[src/sv/ipc_pkg.sv]
// Shared types and constants of the interrupt priority controller.
package ipc_pkg;

  localparam int DEF_NUM_SOURCES   = 64;
  localparam int DEF_PRIORITY_BITS = 3;
  localparam int WORD_BITS         = 32;
  localparam int CFG_WIDTH         = 3;

  typedef enum logic [1:0] {
    KIND_REQUEST = 2'd0,
    KIND_WRITE   = 2'd1,
    KIND_READ    = 2'd2
  } kind_e;

  typedef enum logic [1:0] {
    SPACE_PRIORITY = 2'd0,
    SPACE_ENABLE   = 2'd1,
    SPACE_CLAIM    = 2'd2
  } space_e;

  typedef enum logic [2:0] {
    ST_IDLE,
    ST_WAIT,
    ST_EXEC,
    ST_SETTLE,
    ST_CAPTURE
  } state_e;

  typedef struct packed {
    logic [1:0]  kind;
    logic [5:0]  source_number;
    logic [1:0]  register_space;
    logic [5:0]  register_index;
    logic [31:0] write_value;
  } req_t;

  typedef struct packed {
    logic [31:0] read_value;
    logic        interrupt_line;
    logic        access_error;
  } rsp_t;

  typedef struct packed {
    logic load;
    logic execute;
    logic capture;
  } cmd_t;

endpackage

[src/sv/interrupt_priority_controller_unit.sv]
// Top level of the interrupt priority controller for one target.
//
// Command channel: a transaction (source request, bus write or bus read) is
// taken on a rising edge with start_i high and busy_o low. Exactly one result
// follows on rsp_o, valid for the single cycle in which done_o is high; the
// receiver cannot hold it off, so it must sample it in that cycle.
// The transaction passes the wait, exec, settle and capture states in order,
// and done_o is registered from the capture state. No new transaction is
// taken while one is in flight; busy_o falls in the cycle done_o is high,
// so the next one may be accepted at the edge that takes the previous result.
// Wait and settle serve the arbitration tree, which has one register stage:
// it settles once before a claim is resolved and once more after the source
// state is updated, so that interrupt_line reflects the post-update state.
// Threshold register: cfg_we_i writes cfg_wdata_i at once, no wait; write it
// only while no transaction is in flight.
// Reset clears all priorities, enables, pending and in-service bits and the
// threshold, and leaves the block idle.
module interrupt_priority_controller_unit #(
  parameter int NUM_SOURCES   = ipc_pkg::DEF_NUM_SOURCES,
  parameter int PRIORITY_BITS = ipc_pkg::DEF_PRIORITY_BITS
) (
  input  logic                           clk_i,
  input  logic                           rst_ni,
  input  logic                           start_i,
  output logic                           busy_o,
  input  ipc_pkg::req_t                  req_i,
  output logic                           done_o,
  output ipc_pkg::rsp_t                  rsp_o,
  input  logic                           cfg_we_i,
  input  logic [ipc_pkg::CFG_WIDTH-1:0]  cfg_wdata_i
);
  import ipc_pkg::*;

  cmd_t cmd;

  ipc_ctrl u_ctrl (
    .clk_i   (clk_i),
    .rst_ni  (rst_ni),
    .start_i (start_i),
    .busy_o  (busy_o),
    .done_o  (done_o),
    .cmd_o   (cmd)
  );

  ipc_datapath #(
    .NUM_SOURCES   (NUM_SOURCES),
    .PRIORITY_BITS (PRIORITY_BITS)
  ) u_dp (
    .clk_i       (clk_i),
    .rst_ni      (rst_ni),
    .cmd_i       (cmd),
    .req_i       (req_i),
    .cfg_we_i    (cfg_we_i),
    .cfg_wdata_i (cfg_wdata_i),
    .rsp_o       (rsp_o)
  );

endmodule

[src/sv/ipc_ctrl.sv]
// Transaction sequencer of the interrupt priority controller.
module ipc_ctrl (
  input  logic          clk_i,
  input  logic          rst_ni,
  input  logic          start_i,
  output logic          busy_o,
  output logic          done_o,
  output ipc_pkg::cmd_t cmd_o
);
  import ipc_pkg::*;

  state_e state_q, state_d;
  logic   done_q, done_d;

  always_ff @(posedge clk_i or negedge rst_ni) begin
    if (!rst_ni) begin
      state_q <= ST_IDLE;
      done_q  <= 1'b0;
    end else begin
      state_q <= state_d;
      done_q  <= done_d;
    end
  end

  always_comb begin
    state_d = state_q;
    cmd_o   = '0;
    done_d  = 1'b0;
    case (state_q)
      ST_IDLE: begin
        if (start_i) begin
          cmd_o.load = 1'b1;
          state_d    = ST_WAIT;
        end
      end
      ST_WAIT: begin
        state_d = ST_EXEC;
      end
      ST_EXEC: begin
        cmd_o.execute = 1'b1;
        state_d       = ST_SETTLE;
      end
      ST_SETTLE: begin
        state_d = ST_CAPTURE;
      end
      ST_CAPTURE: begin
        cmd_o.capture = 1'b1;
        done_d        = 1'b1;
        state_d       = ST_IDLE;
      end
      default: begin
        state_d = ST_IDLE;
      end
    endcase
  end

  assign busy_o = (state_q != ST_IDLE);
  assign done_o = done_q;

endmodule

[src/sv/ipc_arb_tree.sv]
// Registered priority arbitration tree over all interrupt sources.
module ipc_arb_tree #(
  parameter int NUM_SOURCES   = ipc_pkg::DEF_NUM_SOURCES,
  parameter int PRIORITY_BITS = ipc_pkg::DEF_PRIORITY_BITS
) (
  input  logic                             clk_i,
  input  logic                             rst_ni,
  input  logic [NUM_SOURCES-1:0]           cand_i,
  input  logic [PRIORITY_BITS-1:0]         prio_i [NUM_SOURCES],
  output logic                             root_valid_o,
  output logic [$clog2(NUM_SOURCES)-1:0]   root_id_o
);
  import ipc_pkg::*;

  localparam int IDW    = $clog2(NUM_SOURCES);
  localparam int LEVELS = IDW;
  localparam int NP     = 2 ** LEVELS;
  localparam int NODES  = 2 * NP - 1;
  localparam int CUT    = LEVELS / 2;

  logic                     nv  [NODES];
  logic [PRIORITY_BITS-1:0] np  [NODES];
  logic [IDW-1:0]           nid [NODES];

  for (genvar i = 0; i < NODES; i++) begin : g_node
    if (i >= NP - 1) begin : g_leaf
      localparam int J = i - (NP - 1);
      if (J < NUM_SOURCES) begin : g_real
        assign nv[i]  = cand_i[J];
        assign np[i]  = prio_i[J];
        assign nid[i] = IDW'(J);
      end else begin : g_pad
        assign nv[i]  = 1'b0;
        assign np[i]  = '0;
        assign nid[i] = '0;
      end
    end else begin : g_inner
      localparam int DEPTH = $clog2(i + 2) - 1;
      logic                     sel_right;
      logic                     m_v;
      logic [PRIORITY_BITS-1:0] m_p;
      logic [IDW-1:0]           m_id;

      assign sel_right = nv[2*i+2] && (!nv[2*i+1] || (np[2*i+2] > np[2*i+1]));
      assign m_v       = nv[2*i+1] | nv[2*i+2];
      assign m_p       = sel_right ? np[2*i+2] : np[2*i+1];
      assign m_id      = sel_right ? nid[2*i+2] : nid[2*i+1];

      if (DEPTH == CUT) begin : g_reg
        logic                     v_q;
        logic [PRIORITY_BITS-1:0] p_q;
        logic [IDW-1:0]           id_q;

        always_ff @(posedge clk_i or negedge rst_ni) begin
          if (!rst_ni) begin
            v_q <= 1'b0;
          end else begin
            v_q <= m_v;
          end
        end

        always_ff @(posedge clk_i) begin
          p_q  <= m_p;
          id_q <= m_id;
        end

        assign nv[i]  = v_q;
        assign np[i]  = p_q;
        assign nid[i] = id_q;
      end else begin : g_comb
        assign nv[i]  = m_v;
        assign np[i]  = m_p;
        assign nid[i] = m_id;
      end
    end
  end

  assign root_valid_o = nv[0];
  assign root_id_o    = nid[0];

endmodule

[src/sv/ipc_datapath.sv]
// Source state, register access logic and result registers of the controller.
module ipc_datapath #(
  parameter int NUM_SOURCES   = ipc_pkg::DEF_NUM_SOURCES,
  parameter int PRIORITY_BITS = ipc_pkg::DEF_PRIORITY_BITS
) (
  input  logic                           clk_i,
  input  logic                           rst_ni,
  input  ipc_pkg::cmd_t                  cmd_i,
  input  ipc_pkg::req_t                  req_i,
  input  logic                           cfg_we_i,
  input  logic [ipc_pkg::CFG_WIDTH-1:0]  cfg_wdata_i,
  output ipc_pkg::rsp_t                  rsp_o
);
  import ipc_pkg::*;

  localparam int IDW = $clog2(NUM_SOURCES);
  localparam int EW  = (NUM_SOURCES + WORD_BITS - 1) / WORD_BITS;

  req_t                     req_q;
  logic [PRIORITY_BITS-1:0] thr_q;
  logic [PRIORITY_BITS-1:0] prio_q [NUM_SOURCES];
  logic [PRIORITY_BITS-1:0] prio_d [NUM_SOURCES];
  logic [NUM_SOURCES-1:0]   en_q, en_d;
  logic [NUM_SOURCES-1:0]   pend_q, pend_d;
  logic [NUM_SOURCES-1:0]   insvc_q, insvc_d;
  logic [31:0]              rval_q, rval_d;
  logic                     err_q, err_d;
  logic                     irq_q;

  logic [NUM_SOURCES-1:0]   cand;
  logic                     root_valid;
  logic [IDW-1:0]           root_id;
  logic [IDW-1:0]           claim_s;
  logic [EW*WORD_BITS-1:0]  en_pad;
  logic [IDW-1:0]           idx_s, src_s, cpl_s;
  logic                     idx_ok, src_ok, word_ok, cpl_ok;

  for (genvar s = 0; s < NUM_SOURCES; s++) begin : g_cand
    assign cand[s] = en_q[s] & pend_q[s] & (prio_q[s] > thr_q);
  end

  ipc_arb_tree #(
    .NUM_SOURCES   (NUM_SOURCES),
    .PRIORITY_BITS (PRIORITY_BITS)
  ) u_tree (
    .clk_i        (clk_i),
    .rst_ni       (rst_ni),
    .cand_i       (cand),
    .prio_i       (prio_q),
    .root_valid_o (root_valid),
    .root_id_o    (root_id)
  );

  assign idx_ok  = 32'(req_q.register_index) < NUM_SOURCES;
  assign word_ok = 32'(req_q.register_index) < EW;
  assign src_ok  = 32'(req_q.source_number) < NUM_SOURCES;
  assign cpl_ok  = req_q.write_value < 32'(NUM_SOURCES);
  assign idx_s   = IDW'(req_q.register_index);
  assign src_s   = IDW'(req_q.source_number);
  assign cpl_s   = IDW'(req_q.write_value);
  assign claim_s = root_valid ? root_id : '0;
  assign en_pad  = (EW*WORD_BITS)'(en_q);

  always_comb begin
    prio_d  = prio_q;
    en_d    = en_q;
    pend_d  = pend_q;
    insvc_d = insvc_q;
    rval_d  = rval_q;
    err_d   = err_q;
    if (cmd_i.execute) begin
      rval_d = '0;
      err_d  = 1'b0;
      case (req_q.kind)
        KIND_REQUEST: begin
          if (!src_ok) begin
            err_d = 1'b1;
          end else if (src_s != '0 && !pend_q[src_s] && !insvc_q[src_s]) begin
            pend_d[src_s] = 1'b1;
          end
        end
        KIND_WRITE, KIND_READ: begin
          case (req_q.register_space)
            SPACE_PRIORITY: begin
              if (!idx_ok) begin
                err_d = 1'b1;
              end else if (req_q.kind == KIND_WRITE) begin
                if (idx_s != '0) begin
                  prio_d[idx_s] = req_q.write_value[PRIORITY_BITS-1:0];
                end
              end else begin
                rval_d = 32'(prio_q[idx_s]);
              end
            end
            SPACE_ENABLE: begin
              if (!word_ok) begin
                err_d = 1'b1;
              end else if (req_q.kind == KIND_WRITE) begin
                for (int s = 1; s < NUM_SOURCES; s++) begin
                  if (s / WORD_BITS == 32'(req_q.register_index)) begin
                    en_d[s] = req_q.write_value[s % WORD_BITS];
                  end
                end
              end else begin
                for (int w = 0; w < EW; w++) begin
                  if (32'(req_q.register_index) == w) begin
                    rval_d = en_pad[w*WORD_BITS +: WORD_BITS];
                  end
                end
              end
            end
            SPACE_CLAIM: begin
              if (req_q.kind == KIND_WRITE) begin
                if (!cpl_ok) begin
                  err_d = 1'b1;
                end else if (cpl_s != '0) begin
                  insvc_d[cpl_s] = 1'b0;
                end
              end else begin
                if (root_valid) begin
                  pend_d[root_id]  = 1'b0;
                  insvc_d[root_id] = 1'b1;
                end
                rval_d = 32'(claim_s);
              end
            end
            default: begin
              err_d = 1'b1;
            end
          endcase
        end
        default: begin
          err_d = 1'b1;
        end
      endcase
    end
  end

  always_ff @(posedge clk_i or negedge rst_ni) begin
    if (!rst_ni) begin
      thr_q   <= '0;
      en_q    <= '0;
      pend_q  <= '0;
      insvc_q <= '0;
      for (int s = 0; s < NUM_SOURCES; s++) begin
        prio_q[s] <= '0;
      end
    end else begin
      if (cfg_we_i) begin
        thr_q <= PRIORITY_BITS'(cfg_wdata_i);
      end
      en_q    <= en_d;
      pend_q  <= pend_d;
      insvc_q <= insvc_d;
      prio_q  <= prio_d;
    end
  end

  always_ff @(posedge clk_i) begin
    if (cmd_i.load) begin
      req_q <= req_i;
    end
    rval_q <= rval_d;
    err_q  <= err_d;
    if (cmd_i.capture) begin
      irq_q <= root_valid;
    end
  end

  assign rsp_o.read_value     = rval_q;
  assign rsp_o.interrupt_line = irq_q;
  assign rsp_o.access_error   = err_q;

endmodule

[config.mk]
export PLATFORM = sky130hd
export DESIGN_NAME = interrupt_priority_controller_unit
export DESIGN_NICKNAME = d
export VERILOG_FILES = /design/src/sv/ipc_pkg.sv /design/src/sv/interrupt_priority_controller_unit.sv /design/src/sv/ipc_ctrl.sv /design/src/sv/ipc_arb_tree.sv /design/src/sv/ipc_datapath.sv
export SDC_FILE = /design/constraint.sdc
export NUM_CORES = 1
export LEC_CHECK = 0
export ABC_AREA = 1
export BUFFER_PORTS_ARGS = -buffer_cell sky130_fd_sc_hd__buf_2
export CORE_UTILIZATION = 35
export CTS_CLUSTER_DIAMETER = 120
export DETAILED_ROUTE_END_ITERATION = 6
export SLEW_MARGIN = 20
export SYNTH_ARGS = -nofsm -noshare
export SYNTH_HDL_FRONTEND = slang
export SYNTH_SLANG_ARGS = --single-unit
[constraint.sdc]
create_clock -name clk_i -period 5.3 [get_ports clk_i]
set_input_delay 0.265 -clock clk_i [delete_from_list [all_inputs] [get_ports clk_i]]
set_output_delay 0.265 -clock clk_i [all_outputs]
set_load 0.02 [all_outputs]
==> results.tsv, run 1 <==
stage	metric	value	unit
sta	tns	0	ps
pwr	power_switching_share	35.3	%
pwr	power_density	286	nW/um2
sta	maxSlewViolCount	0	
clock_network	clkTransAtPathRegs	60	ps
logic_synthesis	ys_seq_elements	528	
clock_network	cts_buffer_depth	3	
logic_synthesis	synth_top_cell_area_share	27.5	%
routing	drc	0	
worst_setup_path	r2r-start	u_dp.thr_q[0]	
logic_synthesis	synthesis.nets	5343	
sta	fmax	202	MHz
place	dp_hpwl	102000	um
grt	grtUsageMet3	5.55	%
routing	wirelength	140000	um
routing	vias_per_cell	5.47	
grt	grt_pass1_vias	32718	
worst_setup_path	worstPathMaxFanout	16	
grt	grt_busiest_layer	met2	
sta	max_slew_margin	26.4	%
sta	skew	26.0	ps
sta	holdWs	217	ps
place	place_congestion	1.00	
grt	grt-ovfl-total	0	
sta	rsz0062_at_grt	no	
worst_setup_path	required	5830	ps
floorplan	die_h	324	um
sta	report.final.hold_viol_count	0	
worst_setup_path	timing.critical_path.from_type	register	
outcome	status	complete, no violations	
floorplan	floorplan.die_area	105000	um2
routing	drt_iter0_drc	4413	
logic_synthesis	synthDistinctLibCells	48	
worst_setup_path	critical_path_arrival	5480	ps
floorplan	core_area	102000	um2
grt	grt_pass1_wl	209000	um
logic_synthesis	synthesis.area	36200	um2
worst_setup_path	setup.worst_path.start	u_dp.thr_q[0]	
logic_synthesis	seq_area_frac_synth	37.0	%
logic_synthesis	synthCells	4910	
floorplan	die_width	324	um
pwr	peakVddDrop	0.000272	V
logic_synthesis	syn_area_per_cell	7.37	um2
clock_network	numClockSinks	528	
grt	grt_max_degree	134	
clock_network	clk_root_buffer_cell	clkbuf_16	
pwr	intPower	7.68	mW
pwr	p_comb_share	21.6	%
routing	num_vias	35650	
logic_synthesis	netlist_top_cells_area	dfrtp_1, nand2_1, ha_1, o21ai_0, edfxtp_1	
sta	period_share	93.4	%
routing	drt-pass1-iter-count	6	
final_layout	drive_gt1_share	7.63	%
grt	antenna_found_initial	4	
final_layout	nets	5531	
final_layout	areaGrowthSynthToFinish	14.4	%
clock_network	cts_tree	yes	
final_layout	layout_common_cells	nand2_1, o21ai_0, inv_1, dfrtp_1, ha_1	
clock_network	cts_setup_buffers	0	
job	drv_cap	0	
final_layout	final_common_cell	nand2_1	
pwr	netSwitchingPower	4.18	mW
clock_network	cts_buffers	61	
routing	wl_per_cell	21.5	um
floorplan	rows	117	
hold_path	hold_path_class	in2async	
clock_network	clock_latency	680	ps
pwr	leakage	19.8	nW
logic_synthesis	synth_top_cell_by_area	dfrtp_1	
sta	worst_pin_slew	1100	ps
place	io_buffer_count	90	
floorplan	start_util	35.4	%
worst_setup_path	crit_path_end_kind	register	
clock_network	cts_htree_levels	2	
sta	fin_crit	4950	ps
logic_synthesis	ys_warn_count	0	
worst_setup_path	critical_path_class	reg2reg	
grt	grt_usage	26.6	%
pwr	seqPwrFrac	41.8	%
sta	setup_viol	0	
pwr	clkPwrFrac	36.5	%
grt	use_met2	39.4	%
grt	use_met1	37.1	%
routing	ant_nets	0	
floorplan	io_pins	91	
kinds of logic (layout without fill, tap and decap cells):
| logic type | count (synthesis) | count (layout) | synth area share [%] |
|---|---|---|---|
| DFF | 528 | 528 | 37.0 |
| other | 0 | 2 | 0 |
| and+or+nand+nor | 2328 | 2328 | 27.2 |
| buffers and inverters | 653 | 892 | 7.16 |
| muxes | 1 | 1 | 0.0311 |
| adders and majority gates | 378 | 378 | 13.1 |
| AOI/OAI and AO/OA | 1022 | 1022 | 15.6 |
cell usage after synthesis, drive strengths merged:
master / n
nor2: 247
edfxtp: 82
clkbuf: 80
ha: 378
a32o: 5
o22ai: 39
nand3b: 11
o2111ai: 3
o21a: 18
a211oi: 23
o211ai: 7
a21o: 5
a22o: 16
o31ai: 1
nand4: 92
clkinv: 9
dfrtp: 398
nand2: 1476
a211o: 9
dfxtp: 48
a31oi: 5
a22oi: 28
inv: 498
or2: 22
and2: 19
nor3: 108
o21ai: 557
buf: 66
a21oi: 249
a32oi: 3
or3: 5
mux2: 1
nand3: 348
o21bai: 52
a21boi: 2
what timing repair did:
action	CTS	global route
endpoints found under the setup margin	0	123
hold buffers	56	0
endpoints found under the hold margin	129	0
gates resized for setup	0	19
area by class of cell:
type / instances / area [um2]
Clock inverter: 22 / 245
Antenna cell: 2 / 5.00
Multi-Input combinational cell: 3729 / 20400
Tap cell: 1368 / 1710
Timing Repair Buffer: 271 / 2060
Clock buffer: 92 / 1740
Fill cell: 10705 / 60700
Sequential cell: 528 / 13400
Inverter: 507 / 1920
per-stage QoR:
| step | power [mW] | setup slack, ps | instances | instance area (um2) | utilization [%] |
|---|---|---|---|---|---|
| final | 11.9 | 349 | 6519 | 41400 | 40.6 |
| after global routing | 12.3 | 12.2 | 6517 | 41400 | 40.5 |
| after CTS | 11.9 | 354 | 6517 | 41400 | 40.5 |
| after detailed placement | 7.50 | 350 | 6347 | 38800 | 38.0 |
| after global placement | 7.47 | 393 | 6347 | 38800 | 38.0 |
| after floorplan | 6.24 | 371 | 4910 | 36200 | - |
flip-flops by register name, indices dropped and copies added, names as in the netlist, 3 cells and up:
name / cells
u_dp.u_tree.g_node.g_inner.g_reg.v_q: 8
u_dp.insvc_q: 64
u_ctrl.state_q: 3
u_dp.pend_q: 64
u_dp.en_pad: 63
u_dp.prio_q: 192
u_dp.req_q: 30
u_dp.idx_s: 6
u_dp.cpl_s: 6
u_dp.src_s: 6
u_dp.u_tree.g_node.g_inner.g_reg.p_q: 24
u_dp.thr_q: 3
u_dp.u_tree.g_node.g_inner.g_reg.id_q: 24
u_dp.rval_q: 32
power groups by stage:
stage | combinational [mW] | clock (mW) | sequential, mW
2_1_floorplan | 1.37 | 0 | 4.87
3_3_place_gp | 2.46 | 0 | 5.01
3_5_place_dp | 2.49 | 0 | 5.01
4_1_cts | 2.54 | 4.39 | 4.94
5_1_grt | 2.78 | 4.54 | 4.97
6_report | 2.57 | 4.34 | 4.96
routing by layer:
layer | share of wire (%) | wire length, um
met1 | 43 | 60600
met2 | 42 | 59100
met3 | 9.7 | 13700
met4 | 5.0 | 6970
met5 | 0.019 | 26
final timing paths:
kind / slack (ps) / to / depth (start not counted)
setup / recovery: 350 / u_dp.u_tree.g_node[9].g_inner.g_reg.p_q[2] / 24
hold / removal: 220 / u_dp.prio_q[166] / 2
setup reg to reg: 350 / u_dp.u_tree.g_node[9].g_inner.g_reg.p_q[2] / 24
hold reg to reg: 390 / u_dp.prio_q[190] / 0
max in group asynchronous: 3740 / u_dp.prio_q[74] / 3
min in group clk_i: 300 / u_dp.src_s[1] / 2
critical path, cell delays in order, from the launching register on:
cell and delay [ps]:
dfrtp_4 680, buf_4 270, ha_1 250, nand3_1 210, nand3_1 290, nor2_1 260, nand2_1 100, nand2_1 170
o21ai_0 140, ha_1 350, a21oi_1 140, o21ai_0 90, nand2_1 60, o21ai_0 80, nand2_1 200, nand2_1 90
o21a_1 130, ha_1 330, a21oi_1 160, o21ai_0 100, nand2_1 60, o21ai_0 70, nand2_1 120, inv_1 130
o21ai_0 320
Power figures use the tool's default switching activity.
==> run 2, diff against run 1 <==
--- a/config.mk
+++ b/config.mk
@@ -10,6 +10,7 @@
 export CORE_UTILIZATION = 35
 export CTS_CLUSTER_DIAMETER = 120
 export DETAILED_ROUTE_END_ITERATION = 6
+export PLACE_DENSITY = 0.46
 export SLEW_MARGIN = 20
 export SYNTH_ARGS = -nofsm -noshare
 export SYNTH_HDL_FRONTEND = slang
==> constraint.sdc (replaced) <==
create_clock -name clk_i -period 5.7 [get_ports clk_i]
set_input_delay 0.285 -clock clk_i [delete_from_list [all_inputs] [get_ports clk_i]]
set_output_delay 0.285 -clock clk_i [all_outputs]
set_load 0.02 [all_outputs]
==> results.tsv, run 2 (same netlist as run 1, synthesis figures left out) <==
stage	metric	value	unit	change
pwr	power	11.8	mW	-0.84%
sta	report.final.hold_viol_count	0		unchanged
sta	maxSlewViolCount	0		unchanged
sta	tns	0	ps	unchanged
floorplan	die_h	324	um	unchanged
routing	drt-pass1-iter-count	6		unchanged
final_layout	regMostFlops	u_dp.prio_q		
worst_setup_path	timing.critical_path.from_type	register		
sta	skew	33.5	ps	+7.52 ps
pwr	peakVddDrop	0.000252	V	-7.5%
clock_network	clock_latency	660	ps	-20 ps
sta	worst_pin_slew	1130	ps	+38.8 ps
grt	grt_max_degree	131		-2.2%
final_layout	fillers	10813		+1.0%
floorplan	io_pins	91		unchanged
sta	fmax	190	MHz	-5.8%
worst_setup_path	critPathSlowestCell	nand3_1		
outcome	status	complete, no violations		
worst_setup_path	worst_path_most_repeated_cell	nand2_1		
job	drv_cap	0		unchanged
routing	drc	0		unchanged
floorplan	floorplan.die_area	105000	um2	unchanged
sta	fin_crit	5260	ps	+305 ps
clock_network	clk_root_buffer_cell	clkbuf_16		
hold_path	hold_path_class	in2async		
clock_network	cts_tree	yes		
routing	num_vias	34757		-2.5%
routing	drt_iter0_drc	3235		-27%
grt	grt-ovfl-total	0		unchanged
grt	antenna_found_initial	12		+8
clock_network	cts_buffers	68		+11%
worst_setup_path	required	6240	ps	+410 ps
clock_network	numClockSinks	528		unchanged
sta	fin_ws	444	ps	+94.7 ps
floorplan	start_util	35.4	%	unchanged
final_layout	largest_reg_flops	192		unchanged
worst_setup_path	slowest_delay	410	ps	-270 ps
final_layout	final_common_cell	nand2_1		
pwr	leakage	19.9	nW	about the same
worst_setup_path	crit_path_end_kind	register		
grt	grt_pass1_vias	32237		-1.5%
final_layout	utilization	40.6	%	+0.088 points
grt	grt_usage	28.7	%	+2.1 points
final_layout	areaGrowthSynthToFinish	14.7	%	
place	place_ws	441	ps	+90.3 ps
place	place_congestion	0.926		-7.3%
routing	ant_nets	0		unchanged
clock_network	clkTransAtPathRegs	60	ps	about the same
sta	setup_viol	0		unchanged
clock_network	cts_htree_levels	3		+1
final_layout	nets	5501		-0.54%
floorplan	rows	117		unchanged
final_layout	drive_gt1_share	7.18	%	-0.45 points
final_layout	reg_top3	u_dp.prio_q x192, u_dp.insvc_q x64, u_dp.pend_q x64		
sta	period_share	92.2	%	-1.2 points
worst_setup_path	critical_path_class	reg2reg		
pwr	power_density	283	nW/um2	-1.1%
routing	wl_per_cell	23.1	um	+7.4%
floorplan	die_width	324	um	unchanged
floorplan	core_area	102000	um2	unchanged
place	io_buffer_count	90		unchanged
grt	grt_pass1_wl	221000	um	+5.7%
worst_setup_path	worstPathMaxFanout	9		-7
worst_setup_path	critical_path_arrival	5800	ps	+320 ps
place	dp_hpwl	109000	um	+6.9%
sta	max_slew_margin	23.8	%	-2.6 points
final_layout	layout_common_cells	nand2_1, o21ai_0, inv_1, dfrtp_1, ha_1		
routing	wirelength	150000	um	+7.0%
clock_network	cts_buffer_depth	3		unchanged
routing	vias_per_cell	5.35		-2.1%
sta	rsz0062_at_grt	yes		
run 2: changes by cell type in the layout (fill, tap and decap cells not counted), sizes merged:
cell / before / now
buf: 215 / 176
bufinv: 5 / 10
clkbuf: 92 / 86
clkinv: 24 / 32
clkinvlp: 0 / 1
diode: 2 / 1
dlygate4sd3: 56 / 58
inv: 500 / 504
run 2: path summary, 6_finish.rpt:
| path | start | to | slack (ps) | depth (start not counted) |
|---|---|---|---|---|
| setup / recovery | u_dp.u_tree.g_node[13].g_inner.g_reg.p_q[2] | u_dp.pend_q[22] | 440 | 35 |
| max in group asynchronous | rst_ni | u_dp.thr_q[0] | 4270 | 3 |
| hold / removal | rst_ni | u_dp.en_pad[54] | 150 | 2 |
| hold reg to reg | u_dp.prio_q[190] | u_dp.prio_q[190] | 380 | 0 |
| setup reg to reg | u_dp.u_tree.g_node[13].g_inner.g_reg.p_q[2] | u_dp.pend_q[22] | 440 | 35 |
| min in group clk_i | req_i[40] | u_dp.src_s[0] | 340 | 2 |
run 2: cell type report:
class	instances	area, um2	share of cell area (%)
Sequential cell	528	13400	32.2
Inverter	507	1910	4.59
Multi-Input combinational cell	3729	20300	49.0
Clock buffer	86	1870	4.50
Antenna cell	1	2.50	0.00603
Tap cell	1368	1710	4.12
Clock inverter	40	523	1.26
Timing Repair Buffer	234	1800	4.33
run 2: critical path, delay by kind of cell (launching register included):
family,cells,cell delay [ps]
flops,1,310
buf+inv,5,500
compound gates,5,830
simple gates,22,2480
fa+ha+maj,3,1000
run 2: what timing repair did:
action	CTS	global route
hold endpoints to repair	103	0
resized for setup	0	3
endpoints found under the setup margin	0	73
hold buffers	58	0
buffers inserted	0	0
run 2: where the power goes:
| group | switching (mW) | total, mW | internal, mW |
|---|---|---|---|
| Sequential | 0.468 | 4.65 | 4.19 |
| Combinational | 1.81 | 2.41 | 0.609 |
| Clock | 1.89 | 4.70 | 2.81 |
run 2: per-layer routing:
layer	wire [um]	vias to the layer above	global-route usage, %
li1	-	16900	-
met1	71600	16610	42.2
met2	66100	1080	44.4
met3	9060	165	3.52
met4	3350	2	7.17
met5	13	-	0
run 2: per-stage QoR:
step           std cells  hold WS, ps  instance area (um2)
2_1_floorplan       4910        -10.6                36200
3_3_place_gp        6308          264                38500
3_5_place_dp        6308          264                38500
4_1_cts             6492          159                41500
5_1_grt             6492          186                41500
6_report            6493          154                41500
